## src/rtl/adfp_pkg.sv

```systemverilog
// Shared types, constants and conversion tables for the ASCII decimal field parser.
// No dependencies; used by every module of the block.
package adfp_pkg;

  localparam int FRAC_DIGITS = 4;

  localparam int IntW   = 15;
  localparam int FracW  = 14;
  localparam int FdigW  = 3;
  localparam int CountW = 8;
  localparam int ValueW = 32;
  localparam int RecipW = 31;
  localparam int ProdW  = 46;
  localparam int ShiftW = 5;

  localparam logic [7:0] CharColon = 8'h3A;
  localparam logic [7:0] CharMinus = 8'h2D;
  localparam logic [7:0] CharDot   = 8'h2E;
  localparam logic [7:0] CharSpace = 8'h20;
  localparam logic [7:0] CharZero  = 8'h30;
  localparam logic [7:0] CharNine  = 8'h39;

  localparam logic [IntW-1:0]   IntMax         = 15'h7FFF;
  localparam logic [FdigW-1:0]  FracLimit      = FdigW'(FRAC_DIGITS);
  localparam logic [CountW-1:0] MaxValuesReset = 8'd10;

  // Field captured at its terminating character.
  typedef struct packed {
    logic              valid;
    logic              emit;
    logic              last;
    logic              minus;
    logic [IntW-1:0]   int_part;
    logic [FracW-1:0]  frac_acc;
    logic [FdigW-1:0]  frac_digits;
    logic [CountW-1:0] index;
    logic [CountW-1:0] count;
  } adfp_field_t;

  // Field after the reciprocal multiply.
  typedef struct packed {
    logic              valid;
    logic              emit;
    logic              last;
    logic              minus;
    logic [IntW-1:0]   int_part;
    logic [ProdW-1:0]  product;
    logic [FdigW-1:0]  frac_digits;
    logic [CountW-1:0] index;
    logic [CountW-1:0] count;
  } adfp_prod_t;

  typedef struct packed {
    logic                     valid;
    logic signed [ValueW-1:0] value;
    logic [CountW-1:0]        index;
    logic                     has_value;
    logic                     done;
    logic [CountW-1:0]        count;
  } adfp_result_t;

  // frac * 65536 / 10^k, rounded half up, equals (frac * m + 2^(s-1)) >> s
  // with m = ceil(2^(16+s) / 10^k) and 2^s >= 2 * 10^(2k), since frac < 10^k.
  function automatic logic [RecipW-1:0] frac_recip(input logic [FdigW-1:0] k);
    logic [RecipW-1:0] m;
    case (k)
      3'd0:    m = 31'd131072;
      3'd1:    m = 31'd1677722;
      3'd2:    m = 31'd21474837;
      3'd3:    m = 31'd137438954;
      3'd4:    m = 31'd1759218605;
      default: m = '0;
    endcase
    return m;
  endfunction

  function automatic logic [ShiftW-1:0] frac_shift(input logic [FdigW-1:0] k);
    logic [ShiftW-1:0] s;
    case (k)
      3'd0:    s = 5'd1;
      3'd1:    s = 5'd8;
      3'd2:    s = 5'd15;
      3'd3:    s = 5'd21;
      3'd4:    s = 5'd28;
      default: s = 5'd1;
    endcase
    return s;
  endfunction

endpackage

```

## src/rtl/adfp_field_parse.sv

```systemverilog
// Character front end: header, field and line state, and the captured-field register.
// Depends on adfp_pkg.
module adfp_field_parse import adfp_pkg::*; (
  input  logic              clk_i,
  input  logic              rst_ni,
  input  logic              accept_i,
  input  logic              advance_i,
  input  logic [7:0]        character_i,
  input  logic              line_end_i,
  input  logic [CountW-1:0] max_values_i,
  output adfp_field_t       field_o
);

  logic              header_q, header_d;
  logic [IntW-1:0]   int_q, int_d;
  logic [FracW-1:0]  frac_q, frac_d;
  logic [FdigW-1:0]  fdig_q, fdig_d;
  logic              point_q, point_d;
  logic              minus_q, minus_d;
  logic              nonempty_q, nonempty_d;
  logic [CountW-1:0] count_q, count_d;
  logic              limit_q, limit_d;
  adfp_field_t       field_q, field_d;

  logic              is_digit;
  logic [3:0]        digit;
  logic [18:0]       int_next;
  logic              ends;
  logic              emit;

  assign is_digit = (character_i >= CharZero) && (character_i <= CharNine);
  assign digit    = character_i[3:0];
  assign int_next = 19'(int_q) * 19'd10 + 19'(digit);

  always_comb begin
    header_d   = header_q;
    int_d      = int_q;
    frac_d     = frac_q;
    fdig_d     = fdig_q;
    point_d    = point_q;
    minus_d    = minus_q;
    nonempty_d = nonempty_q;
    count_d    = count_q;
    limit_d    = limit_q;
    ends       = 1'b0;
    emit       = 1'b0;
    field_d    = '0;

    if (!header_q) begin
      if (character_i == CharColon) begin
        header_d = 1'b1;
      end
    end else if (!limit_q) begin
      ends = (character_i == CharSpace) || line_end_i;
      if (character_i == CharMinus) begin
        minus_d    = 1'b1;
        nonempty_d = 1'b1;
      end else if (character_i == CharDot) begin
        point_d    = 1'b1;
        nonempty_d = 1'b1;
      end else if (is_digit) begin
        nonempty_d = 1'b1;
        if (!point_q) begin
          int_d = (int_next > 19'(IntMax)) ? IntMax : int_next[IntW-1:0];
        end else if (fdig_q < FracLimit) begin
          frac_d = frac_q * 14'd10 + FracW'(digit);
          fdig_d = fdig_q + 3'd1;
        end
      end
      if (ends) begin
        if (nonempty_d && (count_q < max_values_i)) begin
          emit    = 1'b1;
          count_d = count_q + 8'd1;
          if (count_d >= max_values_i) begin
            limit_d = 1'b1;
          end
        end
      end
    end

    field_d.valid       = emit || line_end_i;
    field_d.emit        = emit;
    field_d.last        = line_end_i;
    field_d.minus       = minus_d;
    field_d.int_part    = int_d;
    field_d.frac_acc    = frac_d;
    field_d.frac_digits = fdig_d;
    field_d.index       = count_q;
    field_d.count       = count_d;

    // field boundary: back to an empty field
    if (ends) begin
      int_d      = '0;
      frac_d     = '0;
      fdig_d     = '0;
      point_d    = 1'b0;
      minus_d    = 1'b0;
      nonempty_d = 1'b0;
    end
    // line boundary: back to reset
    if (line_end_i) begin
      int_d      = '0;
      frac_d     = '0;
      fdig_d     = '0;
      point_d    = 1'b0;
      minus_d    = 1'b0;
      nonempty_d = 1'b0;
      header_d   = 1'b0;
      count_d    = '0;
      limit_d    = 1'b0;
    end
    if (!accept_i) begin
      field_d.valid = 1'b0;
    end
  end

  always_ff @(posedge clk_i or negedge rst_ni) begin
    if (!rst_ni) begin
      header_q   <= 1'b0;
      int_q      <= '0;
      frac_q     <= '0;
      fdig_q     <= '0;
      point_q    <= 1'b0;
      minus_q    <= 1'b0;
      nonempty_q <= 1'b0;
      count_q    <= '0;
      limit_q    <= 1'b0;
    end else if (accept_i) begin
      header_q   <= header_d;
      int_q      <= int_d;
      frac_q     <= frac_d;
      fdig_q     <= fdig_d;
      point_q    <= point_d;
      minus_q    <= minus_d;
      nonempty_q <= nonempty_d;
      count_q    <= count_d;
      limit_q    <= limit_d;
    end
  end

  always_ff @(posedge clk_i or negedge rst_ni) begin
    if (!rst_ni) begin
      field_q <= '0;
    end else if (advance_i) begin
      field_q <= field_d;
    end
  end

  assign field_o = field_q;

endmodule

```

## src/rtl/adfp_convert.sv

```systemverilog
// Fixed-point conversion: reciprocal multiply stage, then round, sign and result register.
// Depends on adfp_pkg.
module adfp_convert import adfp_pkg::*; (
  input  logic         clk_i,
  input  logic         rst_ni,
  input  logic         advance_i,
  input  adfp_field_t  field_i,
  output adfp_result_t result_o
);

  adfp_prod_t   prod_q, prod_d;
  adfp_result_t res_q, res_d;

  logic [ProdW-1:0]  rounded;
  logic [ProdW-1:0]  shifted;
  logic [15:0]       frac16;
  logic [ValueW-1:0] mag;
  logic [ShiftW-1:0] shamt;

  always_comb begin
    prod_d.valid       = field_i.valid;
    prod_d.emit        = field_i.emit;
    prod_d.last        = field_i.last;
    prod_d.minus       = field_i.minus;
    prod_d.int_part    = field_i.int_part;
    prod_d.frac_digits = field_i.frac_digits;
    prod_d.index       = field_i.index;
    prod_d.count       = field_i.count;
    prod_d.product     = ProdW'(field_i.frac_acc) * ProdW'(frac_recip(field_i.frac_digits));
  end

  always_comb begin
    shamt   = frac_shift(prod_q.frac_digits);
    rounded = prod_q.product + (ProdW'(1) << (shamt - 5'd1));
    shifted = rounded >> shamt;
    frac16  = (|shifted[ProdW-1:16]) ? 16'hFFFF : shifted[15:0];
    mag     = {1'b0, prod_q.int_part, frac16};

    res_d.valid     = prod_q.valid;
    res_d.has_value = prod_q.emit;
    res_d.done      = prod_q.last;
    res_d.count     = prod_q.count;
    res_d.index     = prod_q.emit ? prod_q.index : '0;
    if (!prod_q.emit) begin
      res_d.value = '0;
    end else if (prod_q.minus) begin
      res_d.value = -$signed(mag);
    end else begin
      res_d.value = $signed(mag);
    end
  end

  always_ff @(posedge clk_i or negedge rst_ni) begin
    if (!rst_ni) begin
      prod_q <= '0;
      res_q  <= '0;
    end else if (advance_i) begin
      prod_q <= prod_d;
      res_q  <= res_d;
    end
  end

  assign result_o = res_q;

endmodule

```

## src/rtl/ascii_decimal_field_parser_unit.sv

```systemverilog
// Top level of the ASCII decimal field parser: ports, limit register, pipeline control.
// Depends on adfp_pkg, adfp_field_parse and adfp_convert.
//
// Usage:
// - Input channel (in_valid_i / in_ready_o): one ASCII character per item,
//   line_end_i set on the last character of a line. Text before the first
//   colon is skipped; after it, space separated fields become Q16.16 numbers.
// - Output channel (out_valid_o / out_ready_i): at most one result item per character;
//   a non-empty field below max_values yields a result at its closing space or line
//   end, and the line end always yields a result with done_res_o set and value_count_o.
// - Config channel (cfg_valid_i / cfg_ready_o): writes max_values, always
//   ready; write only while the block is idle. Resets to 10.
// - Throughput: one character per cycle while the receiver does not stall. The result
//   of a character passes the parse register, loaded at the edge that accepts its
//   item, then the multiply register, then the result register.
// - The three stages advance together; when the receiver stalls with a
//   result pending, in_ready_o drops and the whole pipe holds.
// - Reset (rst_ni low, asynchronous) empties the pipe and clears all line
//   and field state.
module ascii_decimal_field_parser_unit import adfp_pkg::*; (
  input  logic                     clk_i,
  input  logic                     rst_ni,
  // character items
  input  logic                     in_valid_i,
  output logic                     in_ready_o,
  input  logic [7:0]               character_i,
  input  logic                     line_end_i,
  // result items
  output logic                     out_valid_o,
  input  logic                     out_ready_i,
  output logic signed [ValueW-1:0] value_o,
  output logic [CountW-1:0]        value_index_o,
  output logic                     has_value_o,
  output logic                     done_res_o,
  output logic [CountW-1:0]        value_count_o,
  // limit register write
  input  logic                     cfg_valid_i,
  output logic                     cfg_ready_o,
  input  logic [CountW-1:0]        cfg_data_i
);

  logic [CountW-1:0] max_values_q;
  logic              advance;
  logic              accept;
  adfp_field_t       field;
  adfp_result_t      result;

  // pipe moves whenever the result register is empty or being drained
  assign advance    = !result.valid || out_ready_i;
  assign accept     = in_valid_i && advance;
  assign in_ready_o = advance;
  assign cfg_ready_o = 1'b1;

  always_ff @(posedge clk_i or negedge rst_ni) begin
    if (!rst_ni) begin
      max_values_q <= MaxValuesReset;
    end else if (cfg_valid_i) begin
      max_values_q <= cfg_data_i;
    end
  end

  adfp_field_parse u_parse (
    .clk_i        (clk_i),
    .rst_ni       (rst_ni),
    .accept_i     (accept),
    .advance_i    (advance),
    .character_i  (character_i),
    .line_end_i   (line_end_i),
    .max_values_i (max_values_q),
    .field_o      (field)
  );

  adfp_convert u_convert (
    .clk_i     (clk_i),
    .rst_ni    (rst_ni),
    .advance_i (advance),
    .field_i   (field),
    .result_o  (result)
  );

  assign out_valid_o   = result.valid;
  assign value_o       = result.value;
  assign value_index_o = result.index;
  assign has_value_o   = result.has_value;
  assign done_res_o    = result.done;
  assign value_count_o = result.count;

endmodule
```

## config.mk

```make
export PLATFORM = sky130hd
export DESIGN_NAME = ascii_decimal_field_parser_unit
export DESIGN_NICKNAME = d
export VERILOG_FILES = /design/src/rtl/adfp_pkg.sv /design/src/rtl/adfp_field_parse.sv /design/src/rtl/adfp_convert.sv /design/src/rtl/ascii_decimal_field_parser_unit.sv
export SDC_FILE = /design/constraint.sdc
export NUM_CORES = 2
export LEC_CHECK = 0
export BUFFER_PORTS_ARGS = -buffer_cell sky130_fd_sc_hd__buf_4
export CORE_MARGIN = 2
export CORE_UTILIZATION = 60
export CTS_CLUSTER_DIAMETER = 80
export DETAILED_ROUTE_END_ITERATION = 16
export PLACE_DENSITY = 0.78
export SYNTH_ARGS = -nofsm -noshare
export SYNTH_HDL_FRONTEND = slang
export SYNTH_SLANG_ARGS = --single-unit
```

## constraint.sdc

```tcl
create_clock -name clk_i -period 10.7 [get_ports clk_i]
set_input_delay 0.535 -clock clk_i [delete_from_list [all_inputs] [get_ports clk_i]]
set_output_delay 0.535 -clock clk_i [all_outputs]
set_load 0.01 [all_outputs]
```

; Word level (Yosys, flattened, before mapping)
; Cells that the tools add are included.
[classes]
n_mul = 3
n_lt_le_gt_ge = 6
eq_ne = 14
n_reduce_logical = 15
n_addsub = 7
n_mux = 74
shift = 2
[ops]
columns = cell, count
row1 = $pmux 31 s5, 1
row2 = $mux 15, 9
row3 = $mux 14, 9
row4 = $mux 32, 2
row5 = $mux 8, 6
row6 = $add 45x46->46, 1
row7 = $shl 1x5->46 const A, 1
row8 = $shr 46x5->46, 1
row9 = $mul 14x31->45, 1
row10 = $mux 1, 36
row11 = $eq 8x6->1 const B, 4
row12 = $neg 31->32, 1
row13 = $reduce_or 30->1, 1
row14 = $mux 3, 9
row15 = $pmux 5 s4, 1
row16 = $add 19x4->19, 1
row17 = $gt 19x15->1 const B, 1
row18 = $mul 15x3->18 const B, 1
row19 = $mux 16, 1
row20 = $add 14x4->14, 1
row21 = $mul 14x3->13 const B, 1
row22 = $eq 3x2->1 const B, 4
row23 = $add 8x1->8 const B, 1
row24 = $ge 8x6->1 const B, 1
row25 = other kinds (19), 26
[totals]
input_bits = 22
ff_bits = 239

; Longest topological paths before layout
[logic_depth]
depth_word = 14
mapped_depth = 35
mapped_depth_nobuf = 33

; Cells and area by module
; From an unflattened synthesis, not the netlist that was laid out.
[unflattened]
hier_cells = 3243
hier_area_um2 = 29445.7
[modules_own_cells]
columns = mod, area_per_inst_um2, n_inst, cells_each
row1 = adfp_convert, 22325.2, 1, 2493
row2 = adfp_field_parse, 6762.7, 1, 729
row3 = ascii_decimal_field_parser_unit, 357.8, 1, 21

; Worst setup path before layout
; OpenSTA, ideal clock, no wires.
[synth_path]
path_type = register to register
start = register u_parse.field_q, in the netlist u_parse.field_o[17]
end = register u_convert.prod_q[63] in the netlist's numbering
arrival_ps = 7309
slack_ps = 3254
path_stages_with_launch = 30
required_ps = 10563
n_path_buf = 3
setup_ps = 137
path_cell_list = dfrtp_1 > clkbuf_1 > nor2_1 > and2_0 > or2_2 > clkbuf_1 > clkbuf_1 > nand2_1 > fa_1 > inv_1 > fa_1 > fa_1 > fa_1 > fa_1 > fa_1 > ha_1 > nand4_1 > nor3b_1 > o31ai_1 > a31oi_1 > o21ai_0 > nand2b_1 > a31oi_1 > o31a_1 > a211o_1 > a31oi_1 > nand3_1 > nand2_1 > xnor2_1 > a21oi_1
[synth_between]
elab_chain_cells = 3
[synth_lines]
columns = element, line
row1 = from (decl), adfp_field_parse.sv:23  ; adfp_field_t field_q, field_d;
row2 = from (signal assigned), adfp_field_parse.sv:145  ; field_q <= field_d;
row3 = "$eq 3x3->1, or another cell as far along", adfp_pkg.sv:66  ; case (k)
row4 = $pmux 31 s5 *, adfp_pkg.sv:66
row5 = $mul 14x31->45 *, adfp_convert.sv:29  ; prod_d.product = ProdW'(field_i.frac_acc) * ProdW'(frac_recip(field_i.frac_digits));
row6 = to (signal assigned), adfp_convert.sv:58  ; prod_q <= prod_d;
row7 = to (decl), adfp_convert.sv:11  ; adfp_prod_t prod_q, prod_d;
; Every way passes the cells marked *; elsewhere a longest branch is shown, timed or not.
; A chain may end at the register's enable or synchronous reset.

; Worst setup path after layout
[layout_path]
start = register u_convert.prod_q[17] in the netlist's numbering
end = register u_convert.res_q, in the netlist u_convert.result_o[42]
[layout_between]
elab_chain_cells = 11
[layout_lines]
columns = element, line
row1 = "$eq 3x3->1, or another cell as far along", adfp_pkg.sv:79  ; case (k)
row2 = $pmux 5 s4 *, adfp_pkg.sv:79
row3 = $sub 5x1->5, adfp_convert.sv:34  ; rounded = prod_q.product + (ProdW'(1) << (shamt - 5'd1));
row4 = $shl 1x5->46, adfp_convert.sv:34
row5 = $add 45x46->46, adfp_convert.sv:34
row6 = $shr 46x5->46 *, adfp_convert.sv:35  ; shifted = rounded >> shamt;
row7 = $reduce_or 30->1, adfp_convert.sv:36  ; frac16 = (|shifted[ProdW-1:16]) ? 16'hFFFF : shifted[15:0];
row8 = $mux 16 *, adfp_convert.sv:36
row9 = $neg 31->32 *, adfp_convert.sv:47  ; res_d.value = -$signed(mag);
row10 = $mux 32 *, adfp_convert.sv:46  ; end else if (prod_q.minus) begin
row11 = $mux 32 *, adfp_convert.sv:44  ; if (!prod_q.emit) begin
row12 = to (signal assigned), adfp_convert.sv:59  ; res_q <= res_d;
row13 = to (decl), adfp_convert.sv:12  ; adfp_result_t res_q, res_d;
; Marks and branches as above.

==> results.ini <==
[worst_setup_path]
max_stage_delay_ns = 0.85
worstPathRequired_ns = 11.18
crit_arrival_ns = 9.84
path_class = reg -> reg
crit_slowest_cell = dfrtp_1
end_kind = flop
r2r_slack_ns = 1.34
startpoint_type = flop
crit_path_max_fanout = 19

[timing]
finalMaxSlewViolations = 0
final-hold-violation-count = 5
period_share = 0.875
period_needed_ns = 9.36
max_freq_mhz = 107
tightest_slew_ns = 1.49
setup_tns_ns = 0
slew_headroom = 0.00104
skew_ns = 0.0143
hold_slack_ns = -0.00490
setup_viol = 0
rsz0062_at_grt = no

[yosys]
synth_top_family_by_area = adder cells
synth_edf_count = 0
synth-seq-area-share = 0.208
ys_top_cells_by_count = 525 x nand2_1, 364 x inv_1, 293 x fa_1, 255 x ha_1, 237 x dfrtp_1
synth_seq_cells = 239
synth_area_leaders = dfrtp_1 21%, fa_1 20%, ha_1 11%
synthCells = 3362
synth_area_per_cell_sq_um = 8.54
ys.flop_type = dfrtp_1
syn_area_sq_um = 28700
synthAdderAreaFrac = 0.316
synth_compound_area_frac = 0.172
synth_largest_area_cell = dfrtp_1
synth-simple-area-share = 0.183
synthDistinctLibCells = 102
yosys-mux-area-fraction = 0.0124
synth_xor_area_frac = 0.0409
yosys_warnings = 0
synthArstFlopShare = 1.00
synth_top_area_frac = 0.207
post-synth-top-count-cell = nand2_1

[power_and_ir_drop]
ir_worst_vdd_uv = 144
power.total_w = 0.00269
p_leak_nw = 16.2
power_density_nw_per_um2 = 87.2

[grt]
grt_pass1_wl_um = 146000
grt_max_degree = 219
track_usage = 0.380
grt_pass1_vias = 25484
top_usage_layer = met2
met3_usage = 0.0575
grt-ovfl-total = 0
grt_util_met1 = 0.515
grt_use_met2 = 0.602
antenna_found_initial = 1

[placement]
numPortBuffers = 73
gp_congestion = 1.09
place_hpwl_um = 74800
dpl_cell_area_sq_um = 29800
dp_cells = 3960

[layout]
fin_area_sq_um = 30800
layout-drive-gt1-share = 0.0612
diodes = 0
nFillCells = 4012
area_growth_pct = 7.29
instances_no_fill = 4012
final_nets = 3946

[clock_tree]
holdBufCountCts = 0
post_cts_resized = 0
numCtsBuffers = 29
clockRootBuffer = clkbuf_16
cts_tree = yes
clockBufferDepth = 3
cts_setup_buffers = 0
cts_max_level = 1
clock_latency_ns = 0.59
path_clk_slew_ns = 0.06
cts_sinks = 239

[floorplanning]
core-area_sq_um = 47400
rows = 80
num_io_pins = 75
die_y_um = 223
start_util = 0.605
die_area_sq_um = 49600
die_w_um = 223

[detailed_routing]
first_pass_iters = 6
routed_via_density = 6.39
drc = 0
first_iter_violations = 2842
avgRoutedWirePerCell_um = 23.6
drt-total-wl_um = 94600
vias = 25637
drtAntennaViolNets = 0

[outcome]
violations = hold timing, capacitance limit
status = finished with violations

[min_path]
hold_class = in -> async

[job]
cap_violations = 1

report_power, final:
| part | switching [W] | total (W) | internal (W) | leakage (nW) |
|---|---|---|---|---|
| combinational | 0.000472 | 0.000667 | 0.000195 | 12.4 |
| sequential | 0.0000534 | 0.000995 | 0.000942 | 3.28 |
| clock | 0.000410 | 0.00103 | 0.000615 | 0.486 |
routing by layer:
layer	routed length (um)	vias up
li1	-	11430
met1	38900	12668
met2	43100	1255
met3	7510	284
met4	5020	0
met5	0	-
kinds of logic (layout without fill, tap and decap cells):
family	after synthesis	count (layout)
fa+ha+maj	549	549
flops	239	239
compound gates	745	745
mux	35	35
simple gates	1148	1148
xor+xnor	131	131
other cells	2	29
buf+inv	513	521
critical path, delay by kind of cell (launching register included):
kind	cells	cell delay (ns)
buf+inv	5	0.77
simple gates	9	2.14
fa+ha+maj	3	0.85
flops	1	0.85
mux	1	0.24
compound gates	13	4.39
cell type report:
class / count / area [sq um] / share of cell area
clock inverter: 10 / 151 / 0.00491
multi-input combinational: 2637 / 20900 / 0.679
tap: 615 / 769 / 0.0250
inverter: 367 / 1380 / 0.0448
timing repair buffer: 102 / 786 / 0.0255
clock buffer: 42 / 835 / 0.0271
sequential: 239 / 5980 / 0.194
final timing paths:
kind	depth (start not counted)	endpoint	startpoint
worst max-delay path	31	u_convert.result_o[42]$_DFFE_PN0N_	u_convert.prod_q[17]$_DFFE_PN0N_
worst min-delay path	1	u_convert.prod_q[3]$_DFFE_PN0N_	rst_ni
worst max register to register	31	u_convert.result_o[42]$_DFFE_PN0N_	u_convert.prod_q[17]$_DFFE_PN0N_
worst min register to register	2	u_convert.prod_q[83]$_DFFE_PN0N_	u_convert.prod_q[83]$_DFFE_PN0N_
max in group asynchronous	2	u_convert.result_o[18]$_DFFE_PN0N_	rst_ni
min in group clk_i	3	max_values_q[4]$_DFFE_PN0P_	cfg_data_i[4]
cells in the final DEF, fill, tap and decap left out, types with 80 or more instances in the layout:
| cell type | netlist | layout |
|---|---|---|
| fa_1 | 293 | 293 |
| a21oi_1 | 186 | 186 |
| nand3_1 | 80 | 80 |
| o21ai_0 | 186 | 185 |
| buf_4 | 2 | 100 |
| inv_1 | 364 | 363 |
| dfrtp_1 | 237 | 237 |
| ha_1 | 255 | 255 |
| nand2_1 | 525 | 525 |
| nor2_1 | 212 | 212 |
registers in the layout, indices dropped and copies added (netlist names):
register and count:
u_convert.prod_q 68, u_parse.field_o 52, u_convert.result_o 51, u_convert.mag 15, u_parse.int_q 15, u_parse.frac_q 14, max_values_q 8, u_parse.count_q 8
u_parse.fdig_q 3, u_parse.header_q 1, u_parse.limit_q 1, u_parse.minus_q 1, u_parse.nonempty_q 1, u_parse.point_q 1
per-stage QoR:
stage | setup WS, ns | utilization
finish | 1.34 | 0.649
global route | 0.878 | 0.649
CTS | 1.71 | 0.649
detailed placement | 1.71 | 0.629
floorplan | 3.25 | -
global placement | 1.81 | 0.629
Note: power is estimated with default switching activity, not from simulation.
